[config.mk]
export PLATFORM = sky130hd
export DESIGN_NAME = mboc_ram
export DESIGN_NICKNAME = d
export VERILOG_FILES = /design/src/design/multiscale_box_occupancy_counter_defines.svh /design/src/design/mboc_ram.sv
export SDC_FILE = /design/constraint.sdc
export NUM_CORES = 1
export LEC_CHECK = 0
export ABC_AREA = 1
export BUFFER_PORTS_ARGS = -buffer_cell sky130_fd_sc_hd__buf_2
export CORE_ASPECT_RATIO = 1.1
export CORE_MARGIN = 8
export CORE_UTILIZATION = 30
export CTS_BUF_LIST = sky130_fd_sc_hd__clkbuf_4 sky130_fd_sc_hd__clkbuf_8 sky130_fd_sc_hd__clkbuf_16
export DETAILED_ROUTE_END_ITERATION = 12
export PLACE_DENSITY = 0.51
export SYNTH_ARGS = -nofsm -noshare
export SYNTH_HDL_FRONTEND = slang
export SYNTH_SLANG_ARGS = --single-unit
[constraint.sdc]
create_clock -name clk -period 6.1 [get_ports clk]
set_input_delay 1.22 -clock clk [delete_from_list [all_inputs] [get_ports clk]]
set_output_delay 1.22 -clock clk [all_outputs]
set_load 0.01 [all_outputs]
[src/design/multiscale_box_occupancy_counter_defines.svh]
// ----------------------------------------------------------------------------
// Multiscale box occupancy counter: assertion macros
// Shared concurrent assertion forms, clocked on clk and held off in reset.
// ----------------------------------------------------------------------------
`ifndef MULTISCALE_BOX_OCCUPANCY_COUNTER_DEFINES_SVH
`define MULTISCALE_BOX_OCCUPANCY_COUNTER_DEFINES_SVH

// Same-cycle implication
`define MBOC_ASSERT_IMPLIES(label, ante, cons, msg) \
  label: assert property (@(posedge clk) disable iff (!rst_n) (ante) |-> (cons)) \
    else $error(msg);

// Next-cycle implication
`define MBOC_ASSERT_NEXT(label, ante, cons, msg) \
  label: assert property (@(posedge clk) disable iff (!rst_n) (ante) |=> (cons)) \
    else $error(msg);

`endif

[src/design/mboc_ram.sv]
// ----------------------------------------------------------------------------
// mboc_ram
// Simple dual-port RAM: one write port, one read port, registered read data.
// ----------------------------------------------------------------------------
module mboc_ram #(
  parameter int unsigned WIDTH = 8,
  parameter int unsigned DEPTH = 64
) (
  input  logic                     clk,
  input  logic                     we,
  input  logic [$clog2(DEPTH)-1:0] waddr,
  input  logic [WIDTH-1:0]         wdata,
  input  logic [$clog2(DEPTH)-1:0] raddr,
  output logic [WIDTH-1:0]         rdata
);

  logic [WIDTH-1:0] mem [DEPTH];

  // Write port
  always_ff @(posedge clk) begin
    if (we) begin
      mem[waddr] <= wdata;
    end
  end

  // Registered read, old data on a same-address write
  always_ff @(posedge clk) begin
    rdata <= mem[raddr];
  end

endmodule

==> results of run 1 <==
routing by layer:
layer,part of all wire (%),global-route usage (%),routed length [µm],up-vias
li1,-,-,-,6352
met1,43,18.57,24210,6620
met2,47,22.63,26580,407
met3,6.2,1.846,3488,100
met4,3.3,5.003,1861,2
met5,0.020,0,11,-
cells in the final DEF, fill, tap and decap left out, types with 9 or more instances in the layout:
cell type  instances
nor2_1            56
clkbuf_16         55
nand2_1          648
clkinv_1          14
edfxtp_1         512
inv_1              9
clkbuf_4          10
buf_2             27
clkinv_2          13
buf_4             26
nand3_1          439
nand4_1            9
worst register-to-register path: stages (launching register included):
cell	delay [ns]
edfxtp_1	0.36
nand2_1	0.08
nand3_1	0.11
nand3_1	0.14
nand2_1	0.13
nand2_1	0.13
nand3_1	0.08
nand3_1	0.22
nand2_1	0.09
logic make-up (layout without fill, tap and decap cells):
| family | Yosys count | after routing | share of synthesized area (%) |
|---|---|---|---|
| buffers and inverters | 125 | 162 | 4.022 |
| and+or+nand+nor | 1160 | 1160 | 23.18 |
| other | 0 | 4 | 0 |
| DFF | 520 | 520 | 72.80 |
worst paths after layout:
| kind | start | to | slack (ns) |
|---|---|---|---|
| max | raddr[0] | rdata[2]$_DFF_P_ | 2.62 |
| min reg2reg | mem[56][7]$_DFFE_PP_ | rdata[7]$_DFF_P_ | 0.82 |
| max reg2reg | mem[15][5]$_DFFE_PP_ | rdata[5]$_DFF_P_ | 4.63 |
| min | mem[56][7]$_DFFE_PP_ | rdata[7]$_DFF_P_ | 0.82 |
flip-flops by register name, summed over array words and instances (netlist names):
signal and flops:
mem 512, rdata 8
metrics by stage:
stage / worst slack (ns) / power, mW / util [%] / instances
global route: 2.393 / 7.728 / 33.61 / 2778
CTS: 2.679 / 7.567 / 33.61 / 2778
finish: 2.615 / 7.487 / 33.62 / 2782
detailed placement: 2.048 / 4.503 / 31.30 / 2682
floorplan: 3.114 / 4.318 / - / 1805
global placement: 2.084 / 4.498 / 31.30 / 2682
power by group through the flow:
stage	combinational [mW]	clock [mW]	sequential (mW)
floorplan	0.278	0	4.04
global placement	0.451	0	4.05
detailed placement	0.456	0	4.05
CTS	0.457	3.14	3.97
global route	0.496	3.26	3.97
finish	0.449	3.07	3.97
final cells by class:
type / count / area [µm²]
timing repair buffer: 54 / 344.1
clock buffer: 65 / 1451
inverter: 12 / 55.05
sequential: 520 / 15530
tap: 936 / 1171
multi-input combinational: 1160 / 4946
clock inverter: 31 / 172.7
fill: 7078 / 46760
antenna: 4 / 10.01
==> key figures, run 1 <==
Status
  • Outcome: finished clean

Global routing
  • Global-route wire length before repair: 84,550 µm
  • Initial antenna violation count: 5
  • Largest net degree at the start of global routing: 195
  • Vias in the first global route: 13,160
  • Grt ovf: 0
  • Gr usage total: 13.75%

Setup path
  • Critical Path Start Type: input pin
  • Critical path endpoint category: flip-flop
  • Crit Path Max Fanout: 194
  • R2R depth: 8
  • Worst-path cell chain: clkbuf_8, inv_8, buf_4, nand2_1, nand3_1, nand3_1, nand2_1, nand2_1, nand3_1, nand3_1, nand2_1
  • Crit-path slowest cell: inv_8
  • Crit path depth: 11
  • CP top delay family: buffers and inverters
  • Buf+Inv Stages, Crit Path: 3
  • Slowest Stage Delay on Critical Path: 0.99 ns
  • CP required: 6.65 ns
  • CP arrival: 4.04 ns
  • Critical path type: in -> reg

STA
  • Final Hold Vio Count: 0
  • Worst slew pin tran: 1.241 ns
  • Unrepaired setup endpoints after global routing: false
  • Final min period: 3.485 ns
  • Final TNS setup: 0 ns
  • Maximum clock frequency: 287.0 MHz
  • Final slew viol count: 0
  • Fin Clk Skew: 0.02047 ns
  • Count of final setup violators: 0
  • Slew headroom: 17.15%
  • Hold slack: 0.8165 ns
  • Final Cycle Share: 57.13%

Place
  • Port Buffers: 29
  • Hpwl dp: 31,230 µm
  • Gp weighted congestion: 0.8295
  • Area after DPL: 0.02205 mm²

Die
  • Initial Util: 30.29%
  • Rows: 102
  • Core area: 0.07045 mm²
  • Num ports: 30
  • Die extent in y: 295.7 µm
  • Die area: 0.07993 mm²
  • Width of the die: 270.3 µm

Yosys
  • Count leader, synth: nand2_1
  • Synth area leaders: edfxtp_1, nand2_1, nand3_1
  • Most used DFF post-synth: edfxtp_1
  • EDFF count, synth: 512
  • Yosys top cell by area: edfxtp_1
  • Register area share after synthesis: 72.80%
  • Mapped Cells: 1,805
  • Post-synth top cells: nand2_1, edfxtp_1, nand3_1
  • Synth unique cells: 16
  • Fraction of registers with async set or reset after synthesis: 0%
  • Synth top area share: 72.05%
  • Synthesized area per cell: 11.82 µm²
  • Syn Nets: 1,827
  • Synthesized area: 0.02134 mm²
  • Flops & latches, synth: 520
  • Synthesis warning total: 0

Clocking
  • Htree depth: 2
  • Num CTS Buffers: 53
  • Clock latency on the worst-skew pair: 0.61 ns
  • CTS Sinks: 520
  • PostCTS Resize Cnt: 0
  • CTS tree: built
  • Setup bufs post-CTS: 0
  • CTS root buf: clkbuf_16
  • CTS hold repair buffers: 0
  • Clk buf depth: 3
  • Worst-path clk slew: 0.06 ns

Pwr
  • Comb power frac: 6.0%
  • Seq pwr share: 53.1%
  • Clock power share: 41.0%
  • Switching power: 1.703 mW
  • Static Leak: 8.315 nW
  • Maximum vdd drop: 0.2117 mV
  • PD cells: 316.1 mW/mm²
  • Int Pwr: 5.784 mW
  • Net Sw Frac: 22.75%

Route
  • Post-detailed-route count of antenna-violating nets: 0
  • Via count: 13,481
  • Final wirelength: 56,150 µm
  • DR WL/cell: 20.18 µm
  • DRC viols: 0
  • Initial DRC Count: 1,125
  • Vias per inst: 4.846
  • First-pass DRT Iterations: 5

Layout
  • Nets: 1,823
  • Fin area: 0.02369 mm²
  • Share of layout cells above drive strength 1: 7.546%
  • Area Overhead vs Synth: 10.99%

Run
  • Max-Cap Viols: 0

Hold path
  • Worst hold path class: reg -> reg
  • Hold path depth: 8
Note: power is estimated with default switching activity, not from simulation.
==> inputs of run 2 (changes only) <==
PLACE_DENSITY = 0.52   (was 0.51)
clock period = 3.2 ns   (was 6.1 ns; I/O delays follow)
==> key figures, run 2 (same netlist as run 1, synthesis figures left out) <==
Clocking
  • CTS tree: built (unchanged)
  • CTS Sinks: 520 (unchanged)
  • Htree depth: 2 (unchanged)
  • Clock latency on the worst-skew pair: 0.61 ns (about the same)
  • CTS hold repair buffers: 0 (unchanged)
  • PostCTS Resize Cnt: 0 (unchanged)
  • CTS root buf: clkbuf_16 (unchanged)
  • Setup bufs post-CTS: 0 (unchanged)
  • Clk buf depth: 3 (unchanged)
  • Worst-path clk slew: 0.06 ns (about the same)
  • Num CTS Buffers: 54 (was 53)

STA
  • Fin Clk Skew: 0.01461 ns (was 0.02047 ns)
  • Worst slew pin tran: 1.037 ns (was 1.241 ns)
  • Slew headroom: 30.89% (was 17.15%)
  • Final Hold Vio Count: 0 (unchanged)
  • Hold slack: 0.4002 ns (was 0.8165 ns)
  • Final slew viol count: 0 (unchanged)
  • Count of final setup violators: 0 (unchanged)
  • Unrepaired setup endpoints after global routing: false (unchanged)
  • Final min period: 2.004 ns
  • Maximum clock frequency: 498.9 MHz
  • Final Cycle Share: 62.64%
  • Final TNS setup: 0 ns (unchanged)

Global routing
  • Largest net degree at the start of global routing: 129 (was 195)
  • Global-route wire length before repair: 86,060 µm (was 84,550 µm)
  • Vias in the first global route: 13,275 (was 13,160)
  • Grt ovf: 0 (unchanged)
  • Initial antenna violation count: 3 (was 5)
  • Gr usage total: 13.99% (was 13.75%)

Setup path
  • Crit-path slowest cell: buf_12 (was inv_8)
  • Critical path type: in -> reg (unchanged)
  • CP top delay family: simple AND/OR/NAND/NOR gates (was buffers and inverters)
  • Crit Path Max Fanout: 93 (was 194)
  • Slowest Stage Delay on Critical Path: 0.35 ns (was 0.99 ns)
  • Buf+Inv Stages, Crit Path: 3 (unchanged)
  • Critical path endpoint category: flip-flop (unchanged)
  • Worst-path cell chain: clkbuf_8, inv_6, buf_12, nand2_1, nand3_1, nand3_1, nand2_1, nand2_1, nand3_1, nand3_1, nand2_1 (was clkbuf_8, inv_8, buf_4, nand2_1, nand3_1, nand3_1, nand2_1, nand2_1, nand3_1, nand3_1, nand2_1)
  • Critical Path Start Type: input pin (unchanged)
  • CP arrival: 2.55 ns (was 4.04 ns)
  • CP required: 3.75 ns (was 6.65 ns)

Hold path
  • Worst hold path class: in -> reg (was reg -> reg)

Pwr
  • Seq pwr share: 51.3% (was 53.1%)
  • Switching power: 3.262 mW (was 1.703 mW)
  • PD cells: 604.3 mW/mm² (was 316.1 mW/mm²)
  • Net Sw Frac: 22.11% (was 22.75%)
  • Maximum vdd drop: 0.4763 mV (was 0.2117 mV)
  • Comb power frac: 6.1% (was 6.0%)
  • Int Pwr: 11.49 mW (was 5.784 mW)
  • Static Leak: 8.744 nW (was 8.315 nW)
  • Clock power share: 42.6% (was 41.0%)

Route
  • DR WL/cell: 20.03 µm (was 20.18 µm)
  • Met1 Wirelength: 25,420 µm (was 24,210 µm)
  • Post-detailed-route count of antenna-violating nets: 0 (unchanged)
  • Final wirelength: 56,930 µm (was 56,150 µm)
  • First-pass DRT Iterations: 6 (was 5)
  • DRC viols: 0 (unchanged)
  • Routed wl met3: 3590 µm (was 3488 µm)
  • Vias per inst: 4.796 (was 4.846)
  • Initial DRC Count: 1,346 (was 1,125)
  • DR WL met2: 26,700 µm (was 26,580 µm)
  • Via count: 13,636 (was 13,481)
  • Top Metal Used: met5 (unchanged)

Place
  • Gp weighted congestion: 0.8165 (was 0.8295)
  • Port Buffers: 29 (unchanged)
  • Hpwl dp: 33,140 µm (was 31,230 µm)
  • Area after DPL: 0.02262 mm² (was 0.02205 mm²)

Die
  • Initial Util: 30.29% (unchanged)
  • Core area: 0.07045 mm² (unchanged)
  • Rows: 102 (unchanged)
  • Width of the die: 270.3 µm (unchanged)
  • Die extent in y: 295.7 µm (unchanged)
  • Die area: 0.07993 mm² (unchanged)
  • Num ports: 30 (unchanged)

Layout
  • Largest registers: mem x512, rdata x8 (unchanged)
  • Number of flip-flops in the largest register: 512 (unchanged)
  • Fin area: 0.02441 mm² (was 0.02369 mm²)
  • Nets: 1,884 (was 1,823)
  • Most frequent cells in the layout: nand2_1, edfxtp_1, nand3_1 (unchanged)
  • Reg with most FFs: mem (unchanged)
  • Commonest non-fill, non-tap cell in the layout: nand2_1 (unchanged)
  • Share of layout cells above drive strength 1: 10.98% (was 7.546%)
  • Area Overhead vs Synth: 14.41% (was 10.99%)

Run
  • Max-Cap Viols: 0 (unchanged)

Status
  • Outcome: finished clean (unchanged)
==> run 2: changes by cell type in the layout (fill, tap and decap cells not counted) <==
cell / before / now
buf_12: 0 / 10
bufinv_16: 1 / 4
clkinvlp_4: 1 / 2
clkbuf_8: 1 / 3
clkinv_1: 14 / 6
clkinv_4: 1 / 0
clkbuf_16: 55 / 57
inv_8: 1 / 0
buf_4: 26 / 76
diode_2: 4 / 3
clkbuf_4: 10 / 14
==> run 2: area by class of cell <==
type,count,area (µm²)
multi-input combinational,1160,4946
clock inverter,25,222.7
timing repair buffer,114,919.6
tap,936,1171
antenna,3,7.507
fill,6907,46030
inverter,12,52.55
clock buffer,73,1559
sequential,520,15530
==> run 2: metrics by stage <==
| step | instances | power [mW] | worst slack (ns) | util [%] |
|---|---|---|---|---|
| 6_report | 2843 | 14.75 | 1.196 | 34.65 |
| 3_5_place_dp | 2742 | 8.625 | 0.6195 | 32.11 |
| 4_1_cts | 2840 | 14.90 | 1.250 | 34.64 |
| 5_1_grt | 2840 | 15.20 | 1.115 | 34.64 |
| 2_1_floorplan | 1805 | 8.232 | 0.7939 | - |
| 3_3_place_gp | 2742 | 8.617 | 0.6356 | 32.11 |
==> run 2: worst paths after layout <==
kind | to | cells after the start | slack, ns | start
max | rdata[6]$_DFF_P_ | 11 | 1.20 | raddr[0]
min | mem[25][0]$_DFFE_PP_ | 1 | 0.40 | wdata[0]
max reg2reg | rdata[6]$_DFF_P_ | 8 | 1.80 | mem[39][6]$_DFFE_PP_
min reg2reg | rdata[4]$_DFF_P_ | 8 | 0.82 | mem[8][4]$_DFFE_PP_
==> run 2: metal layers <==
metal	GRT usage (%)	vias up
met5	0	-
met4	4.101	2
met3	2.604	67
met2	22.57	374
met1	19.19	6731
li1	-	6462
==> run 2: power groups by stage <==
stage	combinational, mW	clock (mW)	sequential (mW)
finish	0.905	6.28	7.57
global route	0.997	6.63	7.57
CTS	0.917	6.41	7.57
detailed placement	0.914	0	7.71
global placement	0.906	0	7.71
floorplan	0.530	0	7.70
==> inputs of run 3 (changes only) <==
clock period = 1.7 ns   (was 3.2 ns; I/O delays follow)
==> key figures, run 3 (same netlist as run 1, synthesis figures left out) <==
Status
  • Outcome: finished clean (unchanged)

STA
  • Slew headroom: 42.22% (was 30.89%)
  • Maximum clock frequency: 620.1 MHz
  • Final Worst Setup Slack: 0.08731 ns (was 1.196 ns)
  • Fin Clk Skew: 0.01067 ns (was 0.01461 ns)
  • Unrepaired setup endpoints after global routing: false (unchanged)
  • Final min period: 1.613 ns
  • Final TNS setup: 0 ns (unchanged)
  • Final Cycle Share: 94.86%
  • Final slew viol count: 0 (unchanged)
  • Final Hold Vio Count: 0 (unchanged)
  • Worst slew pin tran: 0.8667 ns (was 1.037 ns)
  • Count of final setup violators: 0 (unchanged)

Clocking
  • Clock latency on the worst-skew pair: 0.59 ns (was 0.61 ns)
  • CTS tree: built (unchanged)
  • CTS Sinks: 520 (unchanged)
  • CTS hold repair buffers: 0 (unchanged)
  • PostCTS Resize Cnt: 0 (unchanged)
  • Setup bufs post-CTS: 0 (unchanged)
  • Num CTS Buffers: 53 (was 54)
  • Htree depth: 2 (unchanged)
  • Worst-path clk slew: 0.06 ns (about the same)
  • Clk buf depth: 3 (unchanged)
  • CTS root buf: clkbuf_16 (unchanged)

Route
  • Routed wl met3: 3633 µm (was 3590 µm)
  • Post-detailed-route count of antenna-violating nets: 0 (unchanged)
  • First-pass DRT Iterations: 8 (was 6)
  • Final wirelength: 58,070 µm (was 56,930 µm)
  • Top Metal Used: met5 (unchanged)
  • DR WL/cell: 19.91 µm (was 20.03 µm)
  • DR WL met2: 27,020 µm (was 26,700 µm)
  • DRC viols: 0 (unchanged)
  • Initial DRC Count: 1,152 (was 1,346)
  • Met1 Wirelength: 25,890 µm (was 25,420 µm)
  • Via count: 14,057 (was 13,636)
  • Vias per inst: 4.819 (was 4.796)

Layout
  • Reg with most FFs: mem (unchanged)
  • Final Util: 36.01% (was 34.65%)
  • Commonest non-fill, non-tap cell in the layout: nand2_1 (unchanged)
  • Largest registers: mem x512, rdata x8 (unchanged)
  • Number of flip-flops in the largest register: 512 (unchanged)
  • Most frequent cells in the layout: nand2_1, edfxtp_1, nand3_1 (unchanged)
  • Fillers: 6,942 (was 6,907)
  • Final Instance Count excl. Fillers: 2,917 (was 2,843)
  • Area occupied by multi-input gates: 0.005034 mm² (was 0.004946 mm²)
  • Share of layout cells above drive strength 1: 15.09% (was 10.98%)
  • Reg area: 0.01553 mm² (unchanged)
  • Nets: 1,965 (was 1,884)
  • Area Overhead vs Synth: 18.87% (was 14.41%)
  • ANT cells: 0 (was 3)

Pwr
  • Maximum vdd drop: 0.6884 mV (was 0.4763 mV)
  • Total Power: 27.42 mW (was 14.75 mW)
  • Static Leak: 9.226 nW (was 8.744 nW)
  • PD cells: 1081 mW/mm² (was 604.3 mW/mm²)

Setup path
  • Buf+Inv Stages, Crit Path: 1 (was 3)
  • CP required: 1.36 ns (was 3.75 ns)
  • CP arrival: 1.27 ns (was 2.55 ns)
  • Worst-path cell chain: buf_2 (was clkbuf_8, inv_6, buf_12, nand2_1, nand3_1, nand3_1, nand2_1, nand2_1, nand3_1, nand3_1, nand2_1)
  • Critical path endpoint category: output pin (was flip-flop)
  • Critical path type: reg -> out (was in -> reg)
  • CP top delay family: flip-flops (was simple AND/OR/NAND/NOR gates)
  • Slowest Stage Delay on Critical Path: 0.47 ns (was 0.35 ns)
  • Critical Path Start Type: flip-flop (was input pin)
  • Crit Path Max Fanout: 1 (was 93)
  • Crit-path slowest cell: dfxtp_1 (was buf_12)

Die
  • Die extent in y: 295.7 µm (unchanged)
  • Width of the die: 270.3 µm (unchanged)
  • Die area: 0.07993 mm² (unchanged)
  • Rows: 102 (unchanged)
  • Num ports: 30 (unchanged)
  • Initial Util: 30.29% (unchanged)
  • Core area: 0.07045 mm² (unchanged)

Global routing
  • Grt ovf: 0 (unchanged)
  • Vias in the first global route: 14,191 (was 13,275)
  • Global-route wire length before repair: 88,200 µm (was 86,060 µm)
  • Largest net degree at the start of global routing: 65 (was 129)
  • Gr usage total: 14.28% (was 13.99%)
  • Initial antenna violation count: 1 (was 3)

Place
  • Gp weighted congestion: 0.8501 (was 0.8165)
  • Hpwl dp: 36,230 µm (was 33,140 µm)
  • Placed Cells: 2,824 (was 2,742)
  • Port Buffers: 29 (unchanged)
  • Pre-CTS setup slack: -0.2101 ns (was 0.6195 ns)

Hold path
  • Worst hold path class: in -> reg (unchanged)

Run
  • Max-Cap Viols: 0 (unchanged)
[run 3: per-layer routing]
metal | track usage (%) | vias up
li1 | - | 6624
met1 | 19.34 | 6947
met2 | 23.19 | 392
met3 | 2.830 | 92
met4 | 4.258 | 2
met5 | 0 | -
[run 3: worst paths after layout]
| kind | from | endpoint | slack (ns) | cells past startpoint |
|---|---|---|---|---|
| worst min register to register | mem[44][7]$_DFFE_PP_ | rdata[7]$_DFF_P_ | 0.83 | 8 |
| worst max register to register | mem[41][2]$_DFFE_PP_ | rdata[2]$_DFF_P_ | 0.31 | 8 |
| worst max-delay path | rdata[5]$_DFF_P_ | rdata[5] | 0.09 | 1 |
| worst min-delay path | raddr[5] | rdata[3]$_DFF_P_ | 0.14 | 3 |
[run 3: power by group]
part / internal (mW) / total, mW / switching, mW
sequential: 14.2 / 14.2 / 0.0503
clock: 6.49 / 11.2 / 4.74
combinational: 0.611 / 1.95 / 1.34
total: 21.3 / 27.4 / 6.13
[run 3: final cells by class]
type	count	area share, %
Sequential cell	520	61.24
Multi-Input combinational cell	1160	19.84
Timing Repair Buffer	196	7.581
Clock buffer	73	5.820
Tap cell	936	4.617
Clock inverter	20	0.6807
Inverter	12	0.2170
[run 3: metrics by stage]
stage | instance area, µm² | hold WS (ns)
global route | 25370 | 0.1272
finish | 25370 | 0.1387
CTS | 25370 | 0.1020
detailed placement | 23720 | 0.7385
global placement | 23720 | 0.7349
floorplan | 21450 | 0.4389
